===== config.mk =====
export PLATFORM = sky130hd
export DESIGN_NAME = nbg_ctrl
export DESIGN_NICKNAME = d
export VERILOG_FILES = /design/src/rtl/nbody_gravity_1d_euler_assert.svh /design/src/rtl/nbg_pkg.sv /design/src/rtl/nbg_ctrl.sv
export SDC_FILE = /design/constraint.sdc
export NUM_CORES = 1
export LEC_CHECK = 0
export BUFFER_PORTS_ARGS = -buffer_cell sky130_fd_sc_hd__buf_4
export CELL_PAD_IN_SITES_DETAIL_PLACEMENT = 0
export CELL_PAD_IN_SITES_GLOBAL_PLACEMENT = 1
export CORE_ASPECT_RATIO = 0.8
export CORE_UTILIZATION = 36
export CTS_CLUSTER_DIAMETER = 30
export DETAILED_ROUTE_END_ITERATION = 7
export GPL_TIMING_DRIVEN = 0
export PLACE_DENSITY_LB_ADDON = 0.1
export SLEW_MARGIN = 20
export SYNTH_ARGS = -nofsm -noshare
export SYNTH_HDL_FRONTEND = slang
export SYNTH_SLANG_ARGS = --single-unit
export TNS_END_PERCENT = 5

===== constraint.sdc =====
create_clock -name clk -period 4.26 [get_ports clk]
set_clock_uncertainty 0.2 [all_clocks]
set_input_delay 1.065 -clock clk [delete_from_list [all_inputs] [get_ports clk]]
set_output_delay 1.065 -clock clk [all_outputs]
set_load 0.01 [all_outputs]

===== src/rtl/nbody_gravity_1d_euler_assert.svh =====
// ----------------------------------------------------------------------------
// Assertion macros for the 1D gravity block
// Implication checks sampled on clk, held off while arst_n is low.
// ----------------------------------------------------------------------------
`ifndef NBODY_GRAVITY_1D_EULER_ASSERT_SVH
`define NBODY_GRAVITY_1D_EULER_ASSERT_SVH

// same-cycle implication
`define NBG_ASSERT_NOW(lbl, ante, cons) \
	lbl: assert property (@(posedge clk) disable iff (!arst_n) (ante) |-> (cons)) \
		else $error("nbody_gravity_1d_euler: assertion failed");

// next-cycle implication
`define NBG_ASSERT_NEXT(lbl, ante, cons) \
	lbl: assert property (@(posedge clk) disable iff (!arst_n) (ante) |=> (cons)) \
		else $error("nbody_gravity_1d_euler: assertion failed");

`endif


===== src/rtl/nbg_pkg.sv =====
// ----------------------------------------------------------------------------
// nbg_pkg
// Shared constants, cell opcodes and sequencer states of the gravity block.
// ----------------------------------------------------------------------------
package nbg_pkg;

	localparam int MAX_PARTICLES_DEF = 16;
	localparam int POS_W   = 32;
	localparam int MASS_W  = 24;
	localparam int ACC_W   = 48;
	localparam int DT_W    = 32;
	localparam int STEPS_W = 16;
	localparam int PIDX_W  = 4;
	localparam int DIV_ITERS = 47;
	localparam int ITER_W  = 6;

	localparam logic [DT_W-1:0]    TIME_STEP_RST  = 32'd429497;
	localparam logic [STEPS_W-1:0] STEP_COUNT_RST = 16'd250;
	localparam logic [ITER_W-1:0]  ITER_LAST      = 6'(DIV_ITERS - 1);

	// configuration register indexes
	typedef enum logic [0:0] {
		REG_TIME_STEP  = 1'b0,
		REG_STEP_COUNT = 1'b1
	} reg_idx_t;

	// operation broadcast to every cell
	typedef enum logic [3:0] {
		OP_IDLE,
		OP_LOAD,
		OP_RING_LOAD,
		OP_DX,
		OP_SQ,
		OP_DIV_INIT,
		OP_DIV_ITER,
		OP_ACC,
		OP_RING_SHIFT,
		OP_UPD_MUL,
		OP_UPD_WR
	} cell_op_t;

	typedef struct packed {
		cell_op_t op;
		logic     run;   // integration in progress
	} cell_ctl_t;

	typedef enum logic [3:0] {
		S_LOAD,
		S_RING,
		S_DX,
		S_SQ,
		S_DINIT,
		S_DITER,
		S_ACC,
		S_SHIFT,
		S_UMUL,
		S_UWR,
		S_OLOAD,
		S_OUT
	} seq_state_t;

endpackage


===== src/rtl/nbg_ctrl.sv =====
// ----------------------------------------------------------------------------
// nbg_ctrl
// Sequencer: loads particles, walks pairs, steps and results, and issues
// one operation per cycle to the row of cells.
// ----------------------------------------------------------------------------
module nbg_ctrl #(
	parameter int MAXP = 16
) (
	input  logic                              clk,
	input  logic                              arst_n,
	input  logic                              in_valid,
	input  logic                              last_particle,
	input  logic                              out_ready,
	input  logic [nbg_pkg::STEPS_W-1:0]       step_count,
	output logic                              in_ready,
	output logic                              out_valid,
	output logic                              out_last,
	output logic [$clog2(MAXP)-1:0]           out_idx,
	output nbg_pkg::cell_ctl_t                ctl,
	output logic [$clog2(MAXP)-1:0]           k,
	output logic [$clog2(MAXP+1)-1:0]         cnt
);
	import nbg_pkg::*;

	localparam int KW = $clog2(MAXP);
	localparam int CW = $clog2(MAXP+1);

	seq_state_t         state_q, state_d;
	logic [CW-1:0]      cnt_q;
	logic [KW-1:0]      k_q, oidx_q;
	logic [ITER_W-1:0]  it_q;
	logic [STEPS_W-1:0] step_q;
	logic               accept, k_last, o_last, step_last;

	assign accept    = in_valid && (state_q == S_LOAD);
	assign k_last    = (CW'(k_q) + CW'(1)) == cnt_q;
	assign o_last    = (CW'(oidx_q) + CW'(1)) == cnt_q;
	assign step_last = step_q == (step_count - STEPS_W'(1));

	// next state
	always_comb begin
		state_d = state_q;
		unique case (state_q)
			S_LOAD: begin
				if (accept && last_particle)
					state_d = (step_count == '0) ? S_OLOAD : S_RING;
			end
			S_RING:  state_d = S_DX;
			S_DX:    state_d = S_SQ;
			S_SQ:    state_d = S_DINIT;
			S_DINIT: state_d = S_DITER;
			S_DITER: begin
				if (it_q == ITER_LAST) state_d = S_ACC;
			end
			S_ACC:   state_d = S_SHIFT;
			S_SHIFT: state_d = k_last ? S_UMUL : S_DX;
			S_UMUL:  state_d = S_UWR;
			S_UWR:   state_d = step_last ? S_OLOAD : S_RING;
			S_OLOAD: state_d = S_OUT;
			S_OUT: begin
				if (out_ready && o_last) state_d = S_LOAD;
			end
			default: state_d = S_LOAD;
		endcase
	end

	// outputs
	always_comb begin
		ctl.op  = OP_IDLE;
		ctl.run = (state_q != S_LOAD) && (state_q != S_OUT);
		unique case (state_q)
			S_LOAD:  if (accept && cnt_q < CW'(MAXP)) ctl.op = OP_LOAD;
			S_RING:  ctl.op = OP_RING_LOAD;
			S_DX:    ctl.op = OP_DX;
			S_SQ:    ctl.op = OP_SQ;
			S_DINIT: ctl.op = OP_DIV_INIT;
			S_DITER: ctl.op = OP_DIV_ITER;
			S_ACC:   ctl.op = OP_ACC;
			S_SHIFT: ctl.op = OP_RING_SHIFT;
			S_UMUL:  ctl.op = OP_UPD_MUL;
			S_UWR:   ctl.op = OP_UPD_WR;
			S_OLOAD: ctl.op = OP_RING_LOAD;
			S_OUT:   if (out_ready) ctl.op = OP_RING_SHIFT;
			default: ctl.op = OP_IDLE;
		endcase
	end

	// state and counters
	always_ff @(posedge clk or negedge arst_n) begin
		if (!arst_n) begin
			state_q <= S_LOAD;
			cnt_q   <= '0;
			k_q     <= '0;
			oidx_q  <= '0;
			it_q    <= '0;
			step_q  <= '0;
		end else begin
			state_q <= state_d;
			if (ctl.op == OP_LOAD) cnt_q <= cnt_q + CW'(1);
			if (state_q == S_RING) k_q <= '0;
			if (state_q == S_SHIFT && !k_last) k_q <= k_q + KW'(1);
			if (state_q == S_DINIT) it_q <= '0;
			if (state_q == S_DITER) it_q <= it_q + ITER_W'(1);
			if (state_q == S_UWR) step_q <= step_last ? '0 : step_q + STEPS_W'(1);
			if (state_q == S_OLOAD) oidx_q <= '0;
			if (state_q == S_OUT && out_ready) begin
				oidx_q <= oidx_q + KW'(1);
				if (o_last) cnt_q <= '0;
			end
		end
	end

	assign in_ready  = state_q == S_LOAD;
	assign out_valid = state_q == S_OUT;
	assign out_last  = o_last;
	assign out_idx   = oidx_q;
	assign k         = k_q;
	assign cnt       = cnt_q;
endmodule


[Yosys cells after proc, flatten, opt, wreduce, memory -nomap -nowiden]
Index checks and enable logic that the tools add are counted.
Storage, ports and cells
  bits in registers: 39
  latch bits: 0
  memory bits (writable): 0
  bits in read-only memories: 0
  input port bits: 21
  logic and storage cells: 71
  memories: 0
Operators by class
  add/sub/neg operators: 8
  multipliers: 0
  divide/modulo/power cells: 0
  order comparisons: 1
  equal/unequal tests: 20
  shift operators: 0
  mux-type cells: 20
  bitwise logic cells: 0
  reductions and logical operators: 16
Operators by type and width (count)
  $pmux 4 s12: 1
  $mux 4: 11
  $pmux 4 s11: 1
  $add 16x1->16 const B: 1
  $eq 16x16->1: 1
  $eq 4x3->1 const B: 4
  $eq 4x4->1 const B: 4
  $logic_not 16->1: 1
  $mux 16: 1
  $sub 16x1->16 const B: 1
  $mux 5: 3
  $mux 6: 2
  $add 4x1->5 const B: 2
  $eq 5x5->1: 2
  $add 4x1->4 const B: 2
  $eq 4x1->1 const B: 2
  $eq 4x2->1 const B: 2
  $logic_and 1x1->1: 7
  $add 6x1->6 const B: 1
  $eq 6x6->1 const B: 1
  $reduce_bool 2->1: 3
  $add 5x1->5 const B: 1
  $lt 5x5->1 const B: 1
  $logic_not 4->1: 1
  8 further kinds: 9

[Logic depth before layout (Yosys ltp)]
Gate-level depths: netlist (run 1).
  depth in word-level cells: 9
  depth in mapped cells: 10
  depth with buffers taken out: 9

[Worst setup path after synthesis (run 1)]
No wires, ideal clock.
  path type: input -> register
  start: in step_count[0] (netlist name)
  end: reg state_q[1]
  library setup time: 78 ps
  arrival time: 3247 ps
  required time: 3982 ps
  path slack: 735 ps
  stages: 9
  path buffers: 0
  path through: inv_1 > ha_1 > nor4b_4 > nand3_4 > or4b_1 > o211a_1 > a221o_1 > or3_1 > a21oi_1
Between the ends
  cells in the longest elaborated chain, start to end: 4
  elaborated cells between the ends (all ways): 7
RTL lines
  from (decl): line nbg_ctrl.sv:14  | input logic [nbg_pkg::STEPS_W-1:0] step_count,
  $sub 16x1->16 / $logic_not 16->1 (equally long branches): line nbg_ctrl.sv:38, nbg_ctrl.sv:46
  $eq 16x16->1 / $mux 4 (equally long branches): line nbg_ctrl.sv:38, nbg_ctrl.sv:46
  $mux 4 (on tied branches): line nbg_ctrl.sv:58, nbg_ctrl.sv:45
  $pmux 4 s12 *: line nbg_ctrl.sv:43  | unique case (state_q)
  to (signal assigned): line nbg_ctrl.sv:98  | state_q <= state_d;
  to (decl): line nbg_ctrl.sv:28  | seq_state_t state_q, state_d;
Mark *: on every way between the ends. The rest lies on a longest branch, timed or not. The select of a mux whose other input is x is not followed.
A chain may end at the register's enable or synchronous reset.

[Worst setup path in the final report (run 1)]
  start: in step_count[0] (netlist name)
  end: reg step_q[14]
Between the ends
  cells in the longest elaborated chain, start to end: 3
RTL lines
  $sub 16x1->16: line nbg_ctrl.sv:38  | assign step_last = step_q == (step_count - STEPS_W'(1));
  $eq 16x16->1: line nbg_ctrl.sv:38
  $mux 16: line nbg_ctrl.sv:104  | if (state_q == S_UWR) step_q <= step_last ? '0 : step_q + STEPS_W'(1);
  to (signal assigned): line nbg_ctrl.sv:104
  to (decl): line nbg_ctrl.sv:32  | logic [STEPS_W-1:0] step_q;
No other way between the ends.

==> results of run 1 <==
-- flip-flops by register name, indices dropped and copies added, names as in the netlist --
| signal | count |
|---|---|
| it_q | 6 |
| step_q | 16 |
| state_q | 4 |
| cnt | 5 |
| out_idx | 4 |
| k | 4 |
-- per-layer routing --
layer,up-vias,global-route usage,share of wire
met3,2,0.0306,0.039
met5,-,0,0
met2,42,0.243,0.41
li1,1373,-,-
met4,0,0.0211,0.0019
met1,1286,0.279,0.55
-- cells in the mapped netlist, types with 3 or more instances --
cell type  instances  share of area
o211ai_1           3         0.0076
inv_1              8          0.010
nand2b_1           8          0.017
a22o_1             5          0.015
or3_1              4         0.0084
o31ai_1            4          0.010
nor4_1             5          0.011
nand3_1           16          0.027
dfrtp_1           39           0.33
a21o_1             3         0.0076
xor2_1            13          0.038
nor3b_1            3         0.0076
and4_1             3         0.0089
nand2_1           37          0.047
a21oi_1           16          0.027
nor3_1            14          0.024
ha_1               7          0.030
a31oi_1            4         0.0084
and2_1             4         0.0084
and3b_1            4          0.012
nand3b_1           7          0.018
clkbuf_1          11          0.014
o21ai_0           22          0.037
nand4_1            6          0.013
mux2i_1            3          0.010
nor2b_1            4         0.0084
xnor2_1           26          0.077
nor2_1            29          0.037
-- worst paths after layout --
path | startpoint | endpoint
hold reg to reg | it_q[5]$_DFFE_PN0P_ | it_q[5]$_DFFE_PN0P_
min in group asynchronous | arst_n | cnt[2]$_DFF_PN0_
setup / recovery | step_count[0] | step_q[14]$_DFFE_PN0P_
hold / removal | it_q[5]$_DFFE_PN0P_ | it_q[5]$_DFFE_PN0P_
max in group asynchronous | arst_n | it_q[2]$_DFFE_PN0P_
setup reg to reg | out_idx[0]$_DFFE_PN0P_ | state_q[1]$_DFFE_PN0P_
-- power breakdown --
part	internal [mW]	leakage, nW	switching, mW
clock network	0.190	0.0612	0.137
logic	0.0274	1.03	0.0323
registers	0.370	0.431	0
-- layout by cell type (no fill, tap or decap), drive strengths merged, types with 3 or more instances in the layout --
cell type / instances
nand2b: 8
nor2b: 4
nor3: 15
xnor2: 26
and4: 3
buf: 45
clkbuf: 17
a22o: 5
a31oi: 4
a21o: 3
nand3b: 7
a21oi: 16
inv: 8
ha: 7
nand3: 17
o211ai: 3
nand4: 6
nor3b: 3
o21ai: 22
nand2: 37
mux2i: 3
dfrtp: 39
nor4b: 3
and2: 4
and3b: 4
nor4: 5
or3: 4
nor2: 30
xor2: 13
o31ai: 4
-- area by class of cell --
class	instances	area, um2	area share
sequential	39	976	0.277
multi-input combinational	289	1890	0.536
inverter	8	30.0	0.00853
tap	108	135	0.0384
timing repair buffer	40	300	0.0853
clock buffer	6	82.6	0.0235
clock inverter	2	35.0	0.00995
buffer	16	73.8	0.0210
-- per-stage QoR --
| step | hold slack (ns) | utilization | total power, mW | worst slack (ns) | instances |
|---|---|---|---|---|---|
| CTS | 0.299 | 0.443 | 0.768 | 0.482 | 508 |
| floorplan | 0.248 | - | 0.404 | 0.735 | 352 |
| detailed placement | 0.285 | 0.428 | 0.438 | 0.164 | 500 |
| global route | 0.335 | 0.443 | 0.789 | 0.330 | 508 |
| global placement | 0.279 | 0.428 | 0.437 | 0.211 | 500 |
| finish | 0.293 | 0.443 | 0.757 | 0.494 | 508 |
-- kinds of logic (layout without fill, tap and decap cells) --
| family | count (synthesis) | in the layout | share of synthesized area |
|---|---|---|---|
| flops | 39 | 39 | 0.329 |
| xor+xnor | 40 | 40 | 0.123 |
| buf+inv | 24 | 72 | 0.0350 |
| mux | 4 | 4 | 0.0139 |
| compound gates | 79 | 79 | 0.174 |
| fa+ha+maj | 7 | 7 | 0.0295 |
| simple gates | 159 | 159 | 0.296 |
-- critical path, stage by stage --
cell,delay [ns]
buf_4,0.13
inv_1,0.05
ha_1,0.24
nor4b_4,0.38
nand3_4,0.17
or4b_1,0.50
o211a_1,0.12
a221o_1,0.47
nor2_2,0.26
buf_4,0.22
a21oi_1,0.09
==> impl_metrics.json, run 1 <==
{
  "antenna_found_initial": 0,
  "drv_slew": 0,
  "fill_cells": 811,
  "cts_sinks": 39,
  "die_y_um": 83.2,
  "hold_viol_final": 0,
  "routabilityCongestion": 0.764,
  "outcome": "completed",
  "grt_max_degree": 40,
  "clk_latency_ns": 0.29,
  "slew_headroom": 0.356,
  "cp-end-kind": "flop",
  "clock.fmax_mhz": 266,
  "period_needed_ns": 3.77,
  "synthesis.area_mm2": 0.00297,
  "cts_root_buffer": "clkbuf_8",
  "min_delay_path_depth": 1,
  "clkSlewWorstSetupHoldPaths_ns": 0.08,
  "dpl_cell_area_mm2": 0.00340,
  "vias": 2703,
  "p_per_area_mw_per_mm2": 215,
  "post_cts_resized": 0,
  "coreArea_mm2": 0.00795,
  "core.rowCount": 29,
  "drt-initial-drc-count": 179,
  "leakagePower_nw": 1.52,
  "final_nets": 427,
  "via_per_inst": 5.32,
  "overflow": 0,
  "die_area_mm2": 0.00861,
  "cts_setup_buffers": 0,
  "syn_inst": 352,
  "synth_edf_count": 0,
  "ys_ff_latch": 39,
  "ys_seq_area_frac": 0.329,
  "grt_pass1_wl_um": 12400,
  "ys_warn_count": 0,
  "cts_max_path_buffers": 2,
  "area_delta_synth_final_pct": 18.6,
  "r2r_slack_ns": 1.25,
  "die-width_um": 104,
  "worst_pin_slew_ns": 0.958,
  "worstPathMaxFanout": 10,
  "start_util": 0.373,
  "finalCritPeriodShare": 0.884,
  "syn-num-nets": 380,
  "drive_above_1_share": 0.145,
  "syn_avg_cell_area_um2": 8.43,
  "reg2reg_depth": 8,
  "max-cap-violations": 0,
  "cp.arrival_ns": 3.71,
  "synth_flop_cell": "dfrtp_1",
  "path_class": "primary input to flop",
  "cts_tree": "yes",
  "antenna_cells": 0,
  "grt.total_usage": 0.174,
  "start_kind": "primary input",
  "grt_pass1_vias": 2455,
  "rsz0062_at_grt": "false",
  "required_ns": 4.21,
  "drtPass1Iterations": 4,
  "htree_levels": 2,
  "cts_made_buffers": 5,
  "ir_drop_mv": 0.134,
  "wl_per_cell_um": 14.2,
  "drc_errors": 0,
  "ctsHoldBuffers": 0,
  "wl_um": 7210,
  "tns_ns": 0,
  "portBuffers": 40,
  "dp_hpwl_um": 5320,
  "ys_types": 63,
  "hold_path_class": "flop to flop",
  "antenna_left": 0,
  "synthArstFlopShare": 1.00,
  "boundaryPins": 42,
  "setup_viol": 0,
  "fin_area_mm2": 0.00352
}
No activity file was read; power rests on OpenSTA's default activity.
==> run 2, diff against run 1 <==
CORE_ASPECT_RATIO = 2   (was 0.8)
==> run 2 against run 1 <==
Net effect:
- critical path type unchanged
- critical path depth unchanged
- design area up 1.2%
- fmax down 2.4%
- sequential power about the same
- sequential share of layout area down 0.32 points
- routed wire length up 7.1%
- register-to-register slack about the same
- hold slack better by 0.022 ns
- combinational power up 0.7%
- die area up 0.22%
==> impl_metrics.json, run 2 (same netlist as run 1, synthesis figures left out) <==
{
  "rsz0062_at_grt": "false",
  "reg2reg_depth": 8,
  "final_cell_mix": "41 x buf_4, 39 x dfrtp_1, 37 x nand2_1, 29 x nor2_1, 26 x xnor2_1",
  "timing.rr.start": "out_idx[0]$_DFFE_PN0P_",
  "required_ns": 4.20,
  "finalPower_mw": 0.871,
  "worst_slack_ns": 0.403,
  "worstPathMaxFanout": 10,
  "grt_pass1_wl_um": 12800,
  "holdPathEnd": "it_q[5]$_DFFE_PN0P_",
  "hold_path_class": "flop to flop",
  "r2r_slack_ns": 1.26,
  "core.rowCount": 46,
  "ctsHoldBuffers": 0,
  "final_common_cell": "buf_4",
  "cp-end-kind": "flop",
  "die_area_mm2": 0.00863,
  "largest_register_ff_count": 16,
  "place_ws_ns": 0.0717,
  "start_util": 0.374,
  "dp_hpwl_um": 5950,
  "cts_tree": "yes",
  "wl_per_cell_um": 15.6,
  "cts_root_buffer": "clkbuf_16",
  "clkSlewWorstSetupHoldPaths_ns": 0.05,
  "grt_max_degree": 40,
  "cts_max_path_buffers": 2,
  "cts_setup_buffers": 0,
  "min-delay-start": "it_q[5]$_DFFE_PN0P_",
  "antenna_found_initial": 0,
  "finalCritPeriodShare": 0.905,
  "worst_pin_slew_ns": 0.838,
  "leakagePower_nw": 1.55,
  "vias": 2698,
  "area_delta_synth_final_pct": 20.0,
  "die_y_um": 130,
  "via_per_inst": 5.44,
  "start_kind": "primary input",
  "wl_um": 7720,
  "clock.fmax_mhz": 259,
  "cts_made_buffers": 5,
  "antenna_left": 0,
  "ir_drop_mv": 0.289,
  "drtPass1Iterations": 7,
  "boundaryPins": 42,
  "max-cap-violations": 0,
  "drive_above_1_share": 0.145,
  "p_per_area_mw_per_mm2": 244,
  "cp.arrival_ns": 3.80,
  "clk_latency_ns": 0.29,
  "tns_ns": 0,
  "min_delay_path_depth": 1,
  "grt.total_usage": 0.194,
  "final_nets": 427,
  "routabilityCongestion": 0.793,
  "path_class": "primary input to flop",
  "drt-initial-drc-count": 48,
  "hold_viol_final": 0,
  "post_cts_resized": 0,
  "overflow": 0,
  "setup_viol": 0,
  "antenna_cells": 0,
  "cts_sinks": 39,
  "portBuffers": 40,
  "die-width_um": 66.2,
  "outcome": "completed",
  "grt_pass1_vias": 2678,
  "fin_util": 0.448,
  "htree_levels": 2,
  "reg2reg_to": "state_q[1]$_DFFE_PN0P_",
  "fin_area_mm2": 0.00356,
  "drc_errors": 0,
  "period_needed_ns": 3.86,
  "largest_register": "step_q",
  "coreArea_mm2": 0.00794,
  "slew_headroom": 0.436,
  "dpl_cell_area_mm2": 0.00339,
  "drv_slew": 0
}
==> run 2: how the worst max path moves through the flow <==
stage / startpoint / endpoint / slack [ns] / cells after the start
after global placement: step_count[0] / step_q[11]$_DFFE_PN0P_ / 0.08 / 11
after global routing: step_count[0] / step_q[12]$_DFFE_PN0P_ / 0.26 / 11
after floorplan: step_count[0] / state_q[1]$_DFFE_PN0P_ / 0.74 / 9
final: step_count[0] / step_q[13]$_DFFE_PN0P_ / 0.40 / 11
after CTS: step_count[0] / step_q[13]$_DFFE_PN0P_ / 0.36 / 11
after detailed placement: step_count[0] / step_q[13]$_DFFE_PN0P_ / 0.07 / 11
==> run 2: through the flow <==
step	hold slack (ns)	cells
after floorplan	0.248	352
after global routing	0.325	496
after CTS	0.313	496
after detailed placement	0.299	488
after global placement	0.281	488
final	0.316	496
==> run 2: final cells by class <==
cell class / instances / area [um2]
Fill cell: 792 / 4380
Multi-Input combinational cell: 289 / 1890
Sequential cell: 39 / 976
Timing Repair Buffer: 40 / 300
Clock buffer: 6 / 139
Tap cell: 96 / 120
Buffer: 16 / 73.8
Clock inverter: 2 / 35.0
Inverter: 8 / 30.0
==> run 2: metal layers <==
metal	global-route usage	vias to the layer above	wire length, um
li1	-	1367	-
met1	0.196	1272	2960
met2	0.386	51	4420
met3	0.0234	8	215
met4	0.0763	0	133
met5	0	-	0
==> run 2: critical path: stages <==
cell and delay (ns):
buf_4 0.13, inv_1 0.05, ha_1 0.25, nor4b_4 0.38, nand3_4 0.17, or4b_1 0.48
o211a_1 0.13, a221o_1 0.50, nor2_2 0.30, buf_4 0.24, a21oi_1 0.09
==> run 2: where the power goes <==
part	switching [mW]	internal [mW]	leakage, nW
registers	0	0.370	0.431
logic	0.0327	0.0274	1.03
clock network	0.149	0.291	0.0868
total	0.182	0.689	1.55
